File: config.mk
export PLATFORM = sky130hd
export DESIGN_NAME = servo_group_move_framer
export DESIGN_NICKNAME = d
export VERILOG_FILES = /design/src/hw/rtl/sgm_pkg.sv /design/src/hw/rtl/servo_group_move_framer.sv /design/src/hw/rtl/sgm_ram.sv /design/src/hw/rtl/sgm_front.sv /design/src/hw/rtl/sgm_back.sv
export SDC_FILE = /design/constraint.sdc
export NUM_CORES = 2
export LEC_CHECK = 0
export BUFFER_PORTS_ARGS = -buffer_cell sky130_fd_sc_hd__buf_2
export CORE_MARGIN = 4
export CORE_UTILIZATION = 46
export DETAILED_ROUTE_END_ITERATION = 10
export RECOVER_POWER = 25
export SLEW_MARGIN = 20
export SYNTH_ARGS = -nofsm -noshare
export SYNTH_HDL_FRONTEND = slang
export SYNTH_SLANG_ARGS = --single-unit
File: constraint.sdc
create_clock -name clk_i -period 18.59 [get_ports clk_i]
set_clock_uncertainty 0.15 [all_clocks]
set_input_delay 0 -clock clk_i [delete_from_list [all_inputs] [get_ports clk_i]]
set_output_delay 0 -clock clk_i [all_outputs]
set_load 0.005 [all_outputs]
File: src/hw/rtl/sgm_pkg.sv
// shared types, constants and codes for the servo group move framer
// no dependencies; the framer, front and back refer to it by scoped names
package sgm_pkg;

  localparam int unsigned MAX_SERVOS  = 32;
  localparam int unsigned FRAME_BYTES = 103;
  localparam int unsigned HDR_BYTES   = 7;
  localparam int unsigned SLOT_COUNT  = 3;
  localparam int unsigned QUEUE_DEPTH = 4;

  // largest count whose frame still fits a slot
  localparam int unsigned FIT_SERVOS  = (FRAME_BYTES - HDR_BYTES) / 3;
  localparam int unsigned COUNT_MAX   = (FIT_SERVOS < MAX_SERVOS) ? FIT_SERVOS : MAX_SERVOS;

  localparam int unsigned CNT_W   = $clog2(MAX_SERVOS + 1);
  localparam int unsigned ENT_W   = $clog2(MAX_SERVOS);
  localparam int unsigned RAM_DEPTH = SLOT_COUNT * MAX_SERVOS;
  localparam int unsigned RAM_AW  = $clog2(RAM_DEPTH);
  localparam int unsigned RAM_W   = 24;
  localparam int unsigned POS_W   = $clog2(HDR_BYTES + 1);

  localparam logic [1:0] NO_SLOT = 2'd3;

  // configuration register indexes
  localparam logic [1:0] REG_HEADER  = 2'd0;
  localparam logic [1:0] REG_COMMAND = 2'd1;
  localparam logic [1:0] REG_POS_LIM = 2'd2;
  localparam logic [1:0] REG_T_FLOOR = 2'd3;

  typedef enum logic [1:0] {
    KIND_BEGIN = 2'd0,
    KIND_ENTRY = 2'd1,
    KIND_SLOT  = 2'd2,
    KIND_NONE  = 2'd3
  } kind_e;

  typedef enum logic [2:0] {
    ST_OK       = 3'd0,
    ST_STARTED  = 3'd1,
    ST_QUEUED   = 3'd2,
    ST_REJECTED = 3'd3,
    ST_IGNORED  = 3'd4,
    ST_IDLE     = 3'd5
  } status_e;

  typedef struct packed {
    kind_e       kind;
    logic [7:0]  servo_count;
    logic [15:0] move_time;
    logic [7:0]  servo_id;
    logic [15:0] target_position;
  } in_item_t;

  typedef struct packed {
    logic        tx_valid;
    logic [7:0]  tx_byte;
    logic        tx_frame_end;
    status_e     status;
  } out_item_t;

  // entry word request to the frame store
  typedef struct packed {
    logic              we;
    logic [RAM_AW-1:0] waddr;
    logic [RAM_W-1:0]  wdata;
    logic              re;
    logic [RAM_AW-1:0] raddr;
  } ram_req_t;

  // classified result handed from front to back
  typedef struct packed {
    status_e     status;
    logic        tx_valid;
    logic        frame_end;
    logic        from_ram;
    logic [1:0]  sub;
    logic [7:0]  hdr_data;
  } desc_t;

endpackage

File: src/hw/rtl/servo_group_move_framer.sv
// path: an accepted item's result is registered in the join stage, then queued
// throughput: one item per cycle while the result queue has room; the front updates
// all slot state in the accept cycle, and the entry store read is registered ahead of the queue
// a four-deep result queue lets the output stall while input keeps flowing until it fills
// reset: asynchronous, active low; registers back to defaults, no frame open, line idle
// the entry store holds no reset state and needs no clearing pass
module servo_group_move_framer (
  input  logic               clk_i,
  input  logic               rst_ni,
  input  logic               in_valid_i,
  output logic               in_stall_o,
  input  sgm_pkg::in_item_t  in_item_i,
  output logic               out_valid_o,
  input  logic               out_stall_i,
  output sgm_pkg::out_item_t out_item_o,
  input  logic               cfg_we_i,
  input  logic [1:0]         cfg_idx_i,
  input  logic [15:0]        cfg_data_i
);

  sgm_pkg::ram_req_t ram_req;
  sgm_pkg::desc_t    desc;
  logic              desc_valid;
  logic              back_full;
  logic [sgm_pkg::RAM_W-1:0] ram_rdata;

  // input holds off only while the result queue has no room
  assign in_stall_o = back_full;

  // front: classifies each item, owns the slot pointers and header fields
  sgm_front u_front (
    .clk_i        (clk_i),
    .rst_ni       (rst_ni),
    .in_valid_i   (in_valid_i),
    .in_stall_i   (back_full),
    .in_item_i    (in_item_i),
    .cfg_we_i     (cfg_we_i),
    .cfg_idx_i    (cfg_idx_i),
    .cfg_data_i   (cfg_data_i),
    .ram_req_o    (ram_req),
    .desc_valid_o (desc_valid),
    .desc_o       (desc)
  );

  // entry store: one 24-bit word (id, position low, position high) per servo per slot
  sgm_ram #(
    .WIDTH (sgm_pkg::RAM_W),
    .DEPTH (sgm_pkg::RAM_DEPTH)
  ) u_store (
    .clk_i   (clk_i),
    .we_i    (ram_req.we),
    .waddr_i (ram_req.waddr),
    .wdata_i (ram_req.wdata),
    .re_i    (ram_req.re),
    .raddr_i (ram_req.raddr),
    .rdata_o (ram_rdata)
  );

  // back: picks the byte and queues the result item
  sgm_back u_back (
    .clk_i        (clk_i),
    .rst_ni       (rst_ni),
    .desc_valid_i (desc_valid),
    .desc_i       (desc),
    .rdata_i      (ram_rdata),
    .full_o       (back_full),
    .out_valid_o  (out_valid_o),
    .out_stall_i  (out_stall_i),
    .out_item_o   (out_item_o)
  );

endmodule

File: src/hw/rtl/sgm_ram.sv
// generic single write, single read ram with registered read data
// no dependencies
module sgm_ram #(
  parameter int unsigned WIDTH = 8,
  parameter int unsigned DEPTH = 16
) (
  input  logic                     clk_i,
  input  logic                     we_i,
  input  logic [$clog2(DEPTH)-1:0] waddr_i,
  input  logic [WIDTH-1:0]         wdata_i,
  input  logic                     re_i,
  input  logic [$clog2(DEPTH)-1:0] raddr_i,
  output logic [WIDTH-1:0]         rdata_o
);

  logic [WIDTH-1:0] mem_q [DEPTH];
  logic [WIDTH-1:0] rdata_q;

  always_ff @(posedge clk_i) begin
    if (we_i) begin
      mem_q[waddr_i] <= wdata_i;
    end
    if (re_i) begin
      rdata_q <= mem_q[raddr_i];
    end
  end

  assign rdata_o = rdata_q;

endmodule

File: src/hw/rtl/sgm_front.sv
// front part: config registers, slot bookkeeping, frame store requests
// depends on sgm_pkg
module sgm_front (
  input  logic              clk_i,
  input  logic              rst_ni,
  input  logic              in_valid_i,
  input  logic              in_stall_i,
  input  sgm_pkg::in_item_t in_item_i,
  input  logic              cfg_we_i,
  input  logic [1:0]        cfg_idx_i,
  input  logic [15:0]       cfg_data_i,
  output sgm_pkg::ram_req_t ram_req_o,
  output logic              desc_valid_o,
  output sgm_pkg::desc_t    desc_o
);

  logic [7:0]  header_q, command_q;
  logic [15:0] pos_lim_q, t_floor_q;

  logic [1:0] staging_q, staging_d;
  logic [1:0] active_q, active_d;
  logic [1:0] pending_q, pending_d;
  logic       building_q, building_d;
  logic [sgm_pkg::CNT_W-1:0] exp_q, exp_d;
  logic [sgm_pkg::CNT_W-1:0] rcv_q, rcv_d;
  logic [sgm_pkg::POS_W-1:0] pos_q, pos_d;
  logic [sgm_pkg::ENT_W-1:0] ent_q, ent_d;
  logic [1:0] sub_q, sub_d;

  // per-slot header fields, written at begin
  logic [7:0]  s_hdr_q [sgm_pkg::SLOT_COUNT];
  logic [7:0]  s_cmd_q [sgm_pkg::SLOT_COUNT];
  logic [sgm_pkg::CNT_W-1:0] s_n_q [sgm_pkg::SLOT_COUNT];
  logic [15:0] s_time_q [sgm_pkg::SLOT_COUNT];
  logic        slot_we;

  logic        accept;
  logic [7:0]  cnt_in;
  logic [15:0] t_eff, p_eff;
  logic [1:0]  act_idx;
  logic [sgm_pkg::CNT_W-1:0] rcv_inc;
  logic [sgm_pkg::CNT_W-1:0] n_act;
  logic [7:0]  len_byte;
  logic        at_last;
  sgm_pkg::desc_t    desc;
  sgm_pkg::ram_req_t req;

  function automatic logic [1:0] free_slot(logic [1:0] act, logic [1:0] pend);
    logic [1:0] res;
    res = 2'd0;
    for (int s = sgm_pkg::SLOT_COUNT - 1; s >= 0; s--) begin
      if (2'(s) != act && 2'(s) != pend) begin
        res = 2'(s);
      end
    end
    return res;
  endfunction

  assign accept  = in_valid_i && !in_stall_i;
  assign cnt_in  = in_item_i.servo_count;
  assign t_eff   = (in_item_i.move_time < t_floor_q) ? t_floor_q : in_item_i.move_time;
  assign p_eff   = (in_item_i.target_position > pos_lim_q) ? pos_lim_q
                                                           : in_item_i.target_position;
  assign act_idx = (active_q == sgm_pkg::NO_SLOT) ? 2'd0 : active_q;
  assign rcv_inc = rcv_q + 1'b1;
  assign n_act   = s_n_q[act_idx];
  assign len_byte = 8'({n_act, 1'b0}) + 8'(n_act) + 8'd5;
  assign at_last = (pos_q == sgm_pkg::POS_W'(sgm_pkg::HDR_BYTES)) && (sub_q == 2'd2) &&
                   (ent_q == sgm_pkg::ENT_W'(n_act - 1'b1));

  always_comb begin
    staging_d  = staging_q;
    active_d   = active_q;
    pending_d  = pending_q;
    building_d = building_q;
    exp_d      = exp_q;
    rcv_d      = rcv_q;
    pos_d      = pos_q;
    ent_d      = ent_q;
    sub_d      = sub_q;
    slot_we    = 1'b0;
    desc       = '0;
    desc.status = sgm_pkg::ST_OK;
    req        = '0;
    req.waddr  = sgm_pkg::RAM_AW'(staging_q * sgm_pkg::MAX_SERVOS) +
                 sgm_pkg::RAM_AW'(rcv_q[sgm_pkg::ENT_W-1:0]);
    req.wdata  = {p_eff, in_item_i.servo_id};
    req.raddr  = sgm_pkg::RAM_AW'(act_idx * sgm_pkg::MAX_SERVOS) + sgm_pkg::RAM_AW'(ent_q);
    if (accept) begin
      unique case (in_item_i.kind)
        sgm_pkg::KIND_BEGIN: begin
          if (cnt_in < 8'd1 || cnt_in > 8'(sgm_pkg::COUNT_MAX)) begin
            desc.status = sgm_pkg::ST_REJECTED;
          end else begin
            slot_we    = 1'b1;
            exp_d      = sgm_pkg::CNT_W'(cnt_in);
            rcv_d      = '0;
            building_d = 1'b1;
          end
        end
        sgm_pkg::KIND_ENTRY: begin
          if (!building_q) begin
            desc.status = sgm_pkg::ST_IGNORED;
          end else begin
            req.we = 1'b1;
            rcv_d  = rcv_inc;
            if (rcv_inc >= exp_q) begin
              building_d = 1'b0;
              if (active_q == sgm_pkg::NO_SLOT) begin
                active_d    = staging_q;
                pos_d       = '0;
                ent_d       = '0;
                sub_d       = '0;
                desc.status = sgm_pkg::ST_STARTED;
                staging_d   = free_slot(staging_q, pending_q);
              end else begin
                pending_d   = staging_q;
                desc.status = sgm_pkg::ST_QUEUED;
                staging_d   = free_slot(active_q, staging_q);
              end
            end
          end
        end
        sgm_pkg::KIND_SLOT: begin
          if (active_q == sgm_pkg::NO_SLOT) begin
            desc.status = sgm_pkg::ST_IDLE;
          end else begin
            desc.tx_valid = 1'b1;
            desc.sub      = sub_q;
            if (pos_q < sgm_pkg::POS_W'(sgm_pkg::HDR_BYTES)) begin
              unique case (pos_q)
                3'd0, 3'd1: desc.hdr_data = s_hdr_q[act_idx];
                3'd2:       desc.hdr_data = len_byte;
                3'd3:       desc.hdr_data = s_cmd_q[act_idx];
                3'd4:       desc.hdr_data = 8'(n_act);
                3'd5:       desc.hdr_data = s_time_q[act_idx][7:0];
                3'd6:       desc.hdr_data = s_time_q[act_idx][15:8];
                default:    desc.hdr_data = '0;
              endcase
              pos_d = pos_q + 1'b1;
            end else begin
              desc.from_ram = 1'b1;
              req.re        = 1'b1;
              if (at_last) begin
                desc.frame_end = 1'b1;
                pos_d = '0;
                ent_d = '0;
                sub_d = '0;
                if (pending_q != sgm_pkg::NO_SLOT) begin
                  active_d    = pending_q;
                  pending_d   = sgm_pkg::NO_SLOT;
                  desc.status = sgm_pkg::ST_STARTED;
                end else begin
                  active_d = sgm_pkg::NO_SLOT;
                end
              end else if (sub_q == 2'd2) begin
                sub_d = '0;
                ent_d = ent_q + 1'b1;
              end else begin
                sub_d = sub_q + 1'b1;
              end
            end
          end
        end
        sgm_pkg::KIND_NONE: ;
      endcase
    end
  end

  always_ff @(posedge clk_i or negedge rst_ni) begin
    if (!rst_ni) begin
      header_q   <= 8'h55;
      command_q  <= 8'h03;
      pos_lim_q  <= 16'd1000;
      t_floor_q  <= 16'd20;
      staging_q  <= 2'd0;
      active_q   <= sgm_pkg::NO_SLOT;
      pending_q  <= sgm_pkg::NO_SLOT;
      building_q <= 1'b0;
      exp_q      <= '0;
      rcv_q      <= '0;
      pos_q      <= '0;
      ent_q      <= '0;
      sub_q      <= '0;
    end else begin
      if (cfg_we_i) begin
        unique case (cfg_idx_i)
          sgm_pkg::REG_HEADER:  header_q  <= cfg_data_i[7:0];
          sgm_pkg::REG_COMMAND: command_q <= cfg_data_i[7:0];
          sgm_pkg::REG_POS_LIM: pos_lim_q <= cfg_data_i;
          sgm_pkg::REG_T_FLOOR: t_floor_q <= cfg_data_i;
        endcase
      end
      staging_q  <= staging_d;
      active_q   <= active_d;
      pending_q  <= pending_d;
      building_q <= building_d;
      exp_q      <= exp_d;
      rcv_q      <= rcv_d;
      pos_q      <= pos_d;
      ent_q      <= ent_d;
      sub_q      <= sub_d;
    end
  end

  // slot header payload, no reset
  always_ff @(posedge clk_i) begin
    if (slot_we) begin
      s_hdr_q[staging_q]  <= header_q;
      s_cmd_q[staging_q]  <= command_q;
      s_n_q[staging_q]    <= sgm_pkg::CNT_W'(cnt_in);
      s_time_q[staging_q] <= t_eff;
    end
  end

  assign ram_req_o    = req;
  assign desc_valid_o = accept;
  assign desc_o       = desc;

endmodule

File: src/hw/rtl/sgm_back.sv
// back part: joins store read data with the descriptor, result queue, output
// depends on sgm_pkg
module sgm_back (
  input  logic                 clk_i,
  input  logic                 rst_ni,
  input  logic                 desc_valid_i,
  input  sgm_pkg::desc_t       desc_i,
  input  logic [sgm_pkg::RAM_W-1:0] rdata_i,
  output logic                 full_o,
  output logic                 out_valid_o,
  input  logic                 out_stall_i,
  output sgm_pkg::out_item_t   out_item_o
);

  localparam int unsigned PTR_W = $clog2(sgm_pkg::QUEUE_DEPTH);
  localparam int unsigned CNT_W = $clog2(sgm_pkg::QUEUE_DEPTH + 1);

  logic           s1_valid_q;
  sgm_pkg::desc_t s1_desc_q;

  sgm_pkg::out_item_t q_mem_q [sgm_pkg::QUEUE_DEPTH];
  logic [PTR_W-1:0] wptr_q, rptr_q;
  logic [CNT_W-1:0] cnt_q, cnt_d;

  sgm_pkg::out_item_t push_item;
  logic [7:0] ram_byte;
  logic push, pop;

  always_comb begin
    unique case (s1_desc_q.sub)
      2'd0:    ram_byte = rdata_i[7:0];
      2'd1:    ram_byte = rdata_i[15:8];
      default: ram_byte = rdata_i[23:16];
    endcase
  end

  always_comb begin
    push_item.tx_valid     = s1_desc_q.tx_valid;
    push_item.tx_byte      = s1_desc_q.from_ram ? ram_byte : s1_desc_q.hdr_data;
    push_item.tx_frame_end = s1_desc_q.frame_end;
    push_item.status       = s1_desc_q.status;
  end

  assign push  = s1_valid_q;
  assign pop   = (cnt_q != '0) && !out_stall_i;
  assign cnt_d = cnt_q + CNT_W'(push) - CNT_W'(pop);

  // room for the queued items plus the one in the join stage
  assign full_o = (cnt_q + CNT_W'(s1_valid_q)) >= CNT_W'(sgm_pkg::QUEUE_DEPTH);

  always_ff @(posedge clk_i or negedge rst_ni) begin
    if (!rst_ni) begin
      s1_valid_q <= 1'b0;
      wptr_q     <= '0;
      rptr_q     <= '0;
      cnt_q      <= '0;
    end else begin
      s1_valid_q <= desc_valid_i;
      cnt_q      <= cnt_d;
      if (push) begin
        wptr_q <= (wptr_q == PTR_W'(sgm_pkg::QUEUE_DEPTH - 1)) ? '0 : wptr_q + 1'b1;
      end
      if (pop) begin
        rptr_q <= (rptr_q == PTR_W'(sgm_pkg::QUEUE_DEPTH - 1)) ? '0 : rptr_q + 1'b1;
      end
    end
  end

  always_ff @(posedge clk_i) begin
    if (desc_valid_i) begin
      s1_desc_q <= desc_i;
    end
    if (push) begin
      q_mem_q[wptr_q] <= push_item;
    end
  end

  assign out_valid_o = (cnt_q != '0);
  assign out_item_o  = q_mem_q[rptr_q];

endmodule
==> results.ini <==
[status]
outcome=complete, but fails checks
violations=max-capacitance violations, max-slew violations

[clock_tree]
cts_setup_buffers=0
cts_max_path_buffers=4
cts.sinks=2595
clk_pin_slew_ns=0.06
clock_latency_ns=0.92
cts_resized=0
h-tree-depth=5
root_buffer=clkbuf_16
cts_buffers=286
cts_tree=done

[grt]
gr-usage-all-layers_pct=24.84
grt_max_degree=114
antenna_found_initial=18
grt_pass1_wl_um=402600
grt_remaining_overflow=0
grt_pass1_vias=51730

[synth]
synth_nets=4917
ys_seq_elements=2595
syn_area_um2=101900
synth_async_sr_flop_share_pct=3.276
syn_area_per_cell_um2=21.35
seq_area_frac_synth_pct=76.10
synthDistinctLibCells=81
synthCells=4771
yosys_most_used_dff=edfxtp_1
yosysWarnings=0
synth-edff-count=2510

[power]
leakage_nw=36.34
p_total_mw=13.99
p_per_area_nw_per_um2=120.1
irDropWorstVdd_uv=74.02

[routing]
vias_per_cell=6.202
via_count=51990
drtIter0Drc=6658
finalWirelength_um=286200
drc_errors=0
wl_per_cell_um=34.15
drtAntennaViolNets=0
firstDrtPassIters=5

[placed_design]
dp_hpwl_um=161100
portBuffers=87
placed_area_um2=106600
placedCellCount=7758
finalWeightedCongestion=0.8703

[worst_setup_path]
reg2regPathDepth=11
cp.arrival_ns=6.96
path_class=reg2reg
critPathSlowestCell=clkbuf_1
path_max_fanout=56
r2r_start=u_front.active_q[0]
r2r_slack_ns=12.30
r2r_end=u_front.active_q[1]
cp-end-kind=flop
required_ns=19.26
startpoint_type=flop
max_stage_delay_ns=2.41
path_cells=clkbuf_1 > mux2i_1 > mux2i_4 > inv_2 > ha_1 > xnor2_1 > or4bb_1 > mux2i_2 > o311ai_4 > and2_1 > a221o_1

[finish]
final_cells=8382
layout-drive-gt1-share_pct=26.83
final_nets=5366
fin_area_um2=116500
syn_to_final_growth_pct=14.36

[sta]
rsz0062_at_grt=false
max_slew_margin_pct=-224.5
hold_viol=0
fmax_mhz=159.0
timing.hold.ws_ns=0.04899
slew_violations=917
setup_tns_ns=0
min_period_over_period_pct=33.84
worst_pin_slew_ns=4.867
setup_viol=0
period_needed_ns=6.291

[worst_hold_path]
hold_end=u_front.building_q
hold_depth=5
hp-class=in2reg
hp-start=in_valid_i

[die]
die_h_um=478.6
pin_count=88
fp-row-count=172
design.die.area_um2=229100
core_area_um2=219900
die_x_um=478.6
start_util_pct=46.32

[job]
maxCapViolations=19

through the flow:
| step | worst slack (ns) | utilization [%] |
|---|---|---|
| after detailed placement | 12.49 | 48.47 |
| after global placement | 12.50 | 48.46 |
| final | 12.30 | 52.97 |
| after global routing | 12.03 | 52.96 |
| after CTS | 12.48 | 52.99 |
| after floorplan | 12.47 | - |
cell usage in the layout (no fill, tap or decap), types with 39 or more instances in the layout:
master,synthesis,layout
edfxtp_1,2510,2510
mux4_2,630,630
clkbuf_16,0,294
nand2_1,171,171
buf_4,49,168
dlygate4sd3_1,0,128
clkbuf_1,85,109
mux2i_1,97,97
a21oi_1,83,83
nor2_2,0,83
a22oi_1,78,78
o21ai_0,75,74
ha_1,72,72
mux2_2,92,68
inv_1,66,66
dfrtp_1,67,62
buf_2,62,60
nor2_1,156,58
clkinv_1,0,53
nand3_1,45,45
a221oi_1,44,44
clkinv_2,0,39
flip-flops by register name (all words and copies together) (netlist names), 3 cells and up:
name,cells
u_back.q_mem_q,52
u_front.s_time_q,48
u_store.mem_q,2304
u_front.s_cmd_q,24
u_front.exp_q,6
u_front.pos_lim_q,16
u_back.s1_desc_q,11
u_front.command_q,8
u_front.pos_q,3
u_back.cnt_q,3
u_front.rcv_q,6
u_front.s_n_q,18
u_front.ent_q,5
u_front.header_q,8
u_store.rdata_o,24
u_front.t_floor_q,16
u_back.push_item,5
u_front.s_hdr_q,24
what timing repair did:
| item | 4_1_cts | 5_1_grt |
|---|---|---|
| hold endpoints to repair | 1451 | 95 |
| hold buffers | 127 | 2 |
| setup endpoints to repair | 0 | 0 |
layout make-up:
class | instances | area (um^2)
clock buffer | 366 | 7657
fill | 17020 | 103400
antenna | 4 | 10.01
clock inverter | 122 | 997.2
multi-input combinational | 1862 | 23120
inverter | 69 | 262.8
tap | 2958 | 3701
sequential | 2595 | 77540
timing repair buffer | 406 | 3207
how the worst max path moves through the flow:
| stage | startpoint | to | slack [ns] | depth (start not counted) |
|---|---|---|---|---|
| 6_report | u_front.active_q[0] | u_front.active_q[1] | 12.30 | 11 |
| 5_1_grt | u_front.active_q[0] | u_front.active_q[1] | 12.03 | 11 |
| 4_1_cts | u_front.ent_q[1] | u_store.rdata_o[19] | 12.48 | 8 |
| 3_5_place_dp | u_front.ent_q[1] | u_store.rdata_o[19] | 12.49 | 8 |
| 3_3_place_gp | u_front.ent_q[1] | u_store.rdata_o[19] | 12.50 | 8 |
| 2_1_floorplan | u_back.push | u_front.s_cmd_q[0][0] | 12.47 | 7 |
cell usage after synthesis, drive strengths merged, types with 69 or more instances:
| cell type | n | area, um^2 |
|---|---|---|
| inv | 69 | 259.0 |
| edfxtp | 2510 | 75370 |
| a22oi | 78 | 585.6 |
| nand2 | 171 | 641.9 |
| o21ai | 77 | 385.4 |
| ha | 72 | 900.9 |
| mux2 | 93 | 1051 |
| clkbuf | 85 | 319.1 |
| mux4 | 630 | 14190 |
| a21oi | 83 | 415.4 |
| mux2i | 100 | 1021 |
| buf | 160 | 1057 |
| nor2 | 156 | 585.6 |
worst max-delay path: cells and delay by family (launching register included):
family / cells / cell delay, ns
buffers and inverters: 2 / 2.53
multiplexers: 3 / 1.16
AND/OR/NAND/NOR: 2 / 0.76
AO/OA/AOI/OAI: 2 / 0.62
flip-flops: 1 / 0.54
adder cells (fa/ha/maj): 1 / 0.26
XOR/XNOR: 1 / 0.16
routing by layer:
layer	vias up	track usage, %	share of wire (%)
li1	20840	-	-
met1	28000	35.22	40
met2	2686	38.78	47
met3	464	5.345	9.2
met4	2	8.202	3.6
met5	-	0	0.0049
logic make-up (layout without fill, tap and decap cells):
family / after synthesis / after routing / synth area share, %
buffers and inverters: 314 / 963 / 1.605
XOR/XNOR: 14 / 14 / 0.1412
AO/OA/AOI/OAI: 432 / 432 / 2.943
AND/OR/NAND/NOR: 520 / 520 / 2.347
flip-flops: 2595 / 2595 / 76.10
other: 0 / 4 / 0
multiplexers: 823 / 823 / 15.96
adder cells (fa/ha/maj): 73 / 73 / 0.9040
report_power, final:
part | switching, mW | internal, mW | leakage (nW) | total, mW
clock | 2.21 | 3.12 | 4.22 | 5.32
combinational | 1.27 | 0.515 | 8.53 | 1.79
sequential | 0.0915 | 6.79 | 23.6 | 6.88
(Power assumes the default switching activity.)
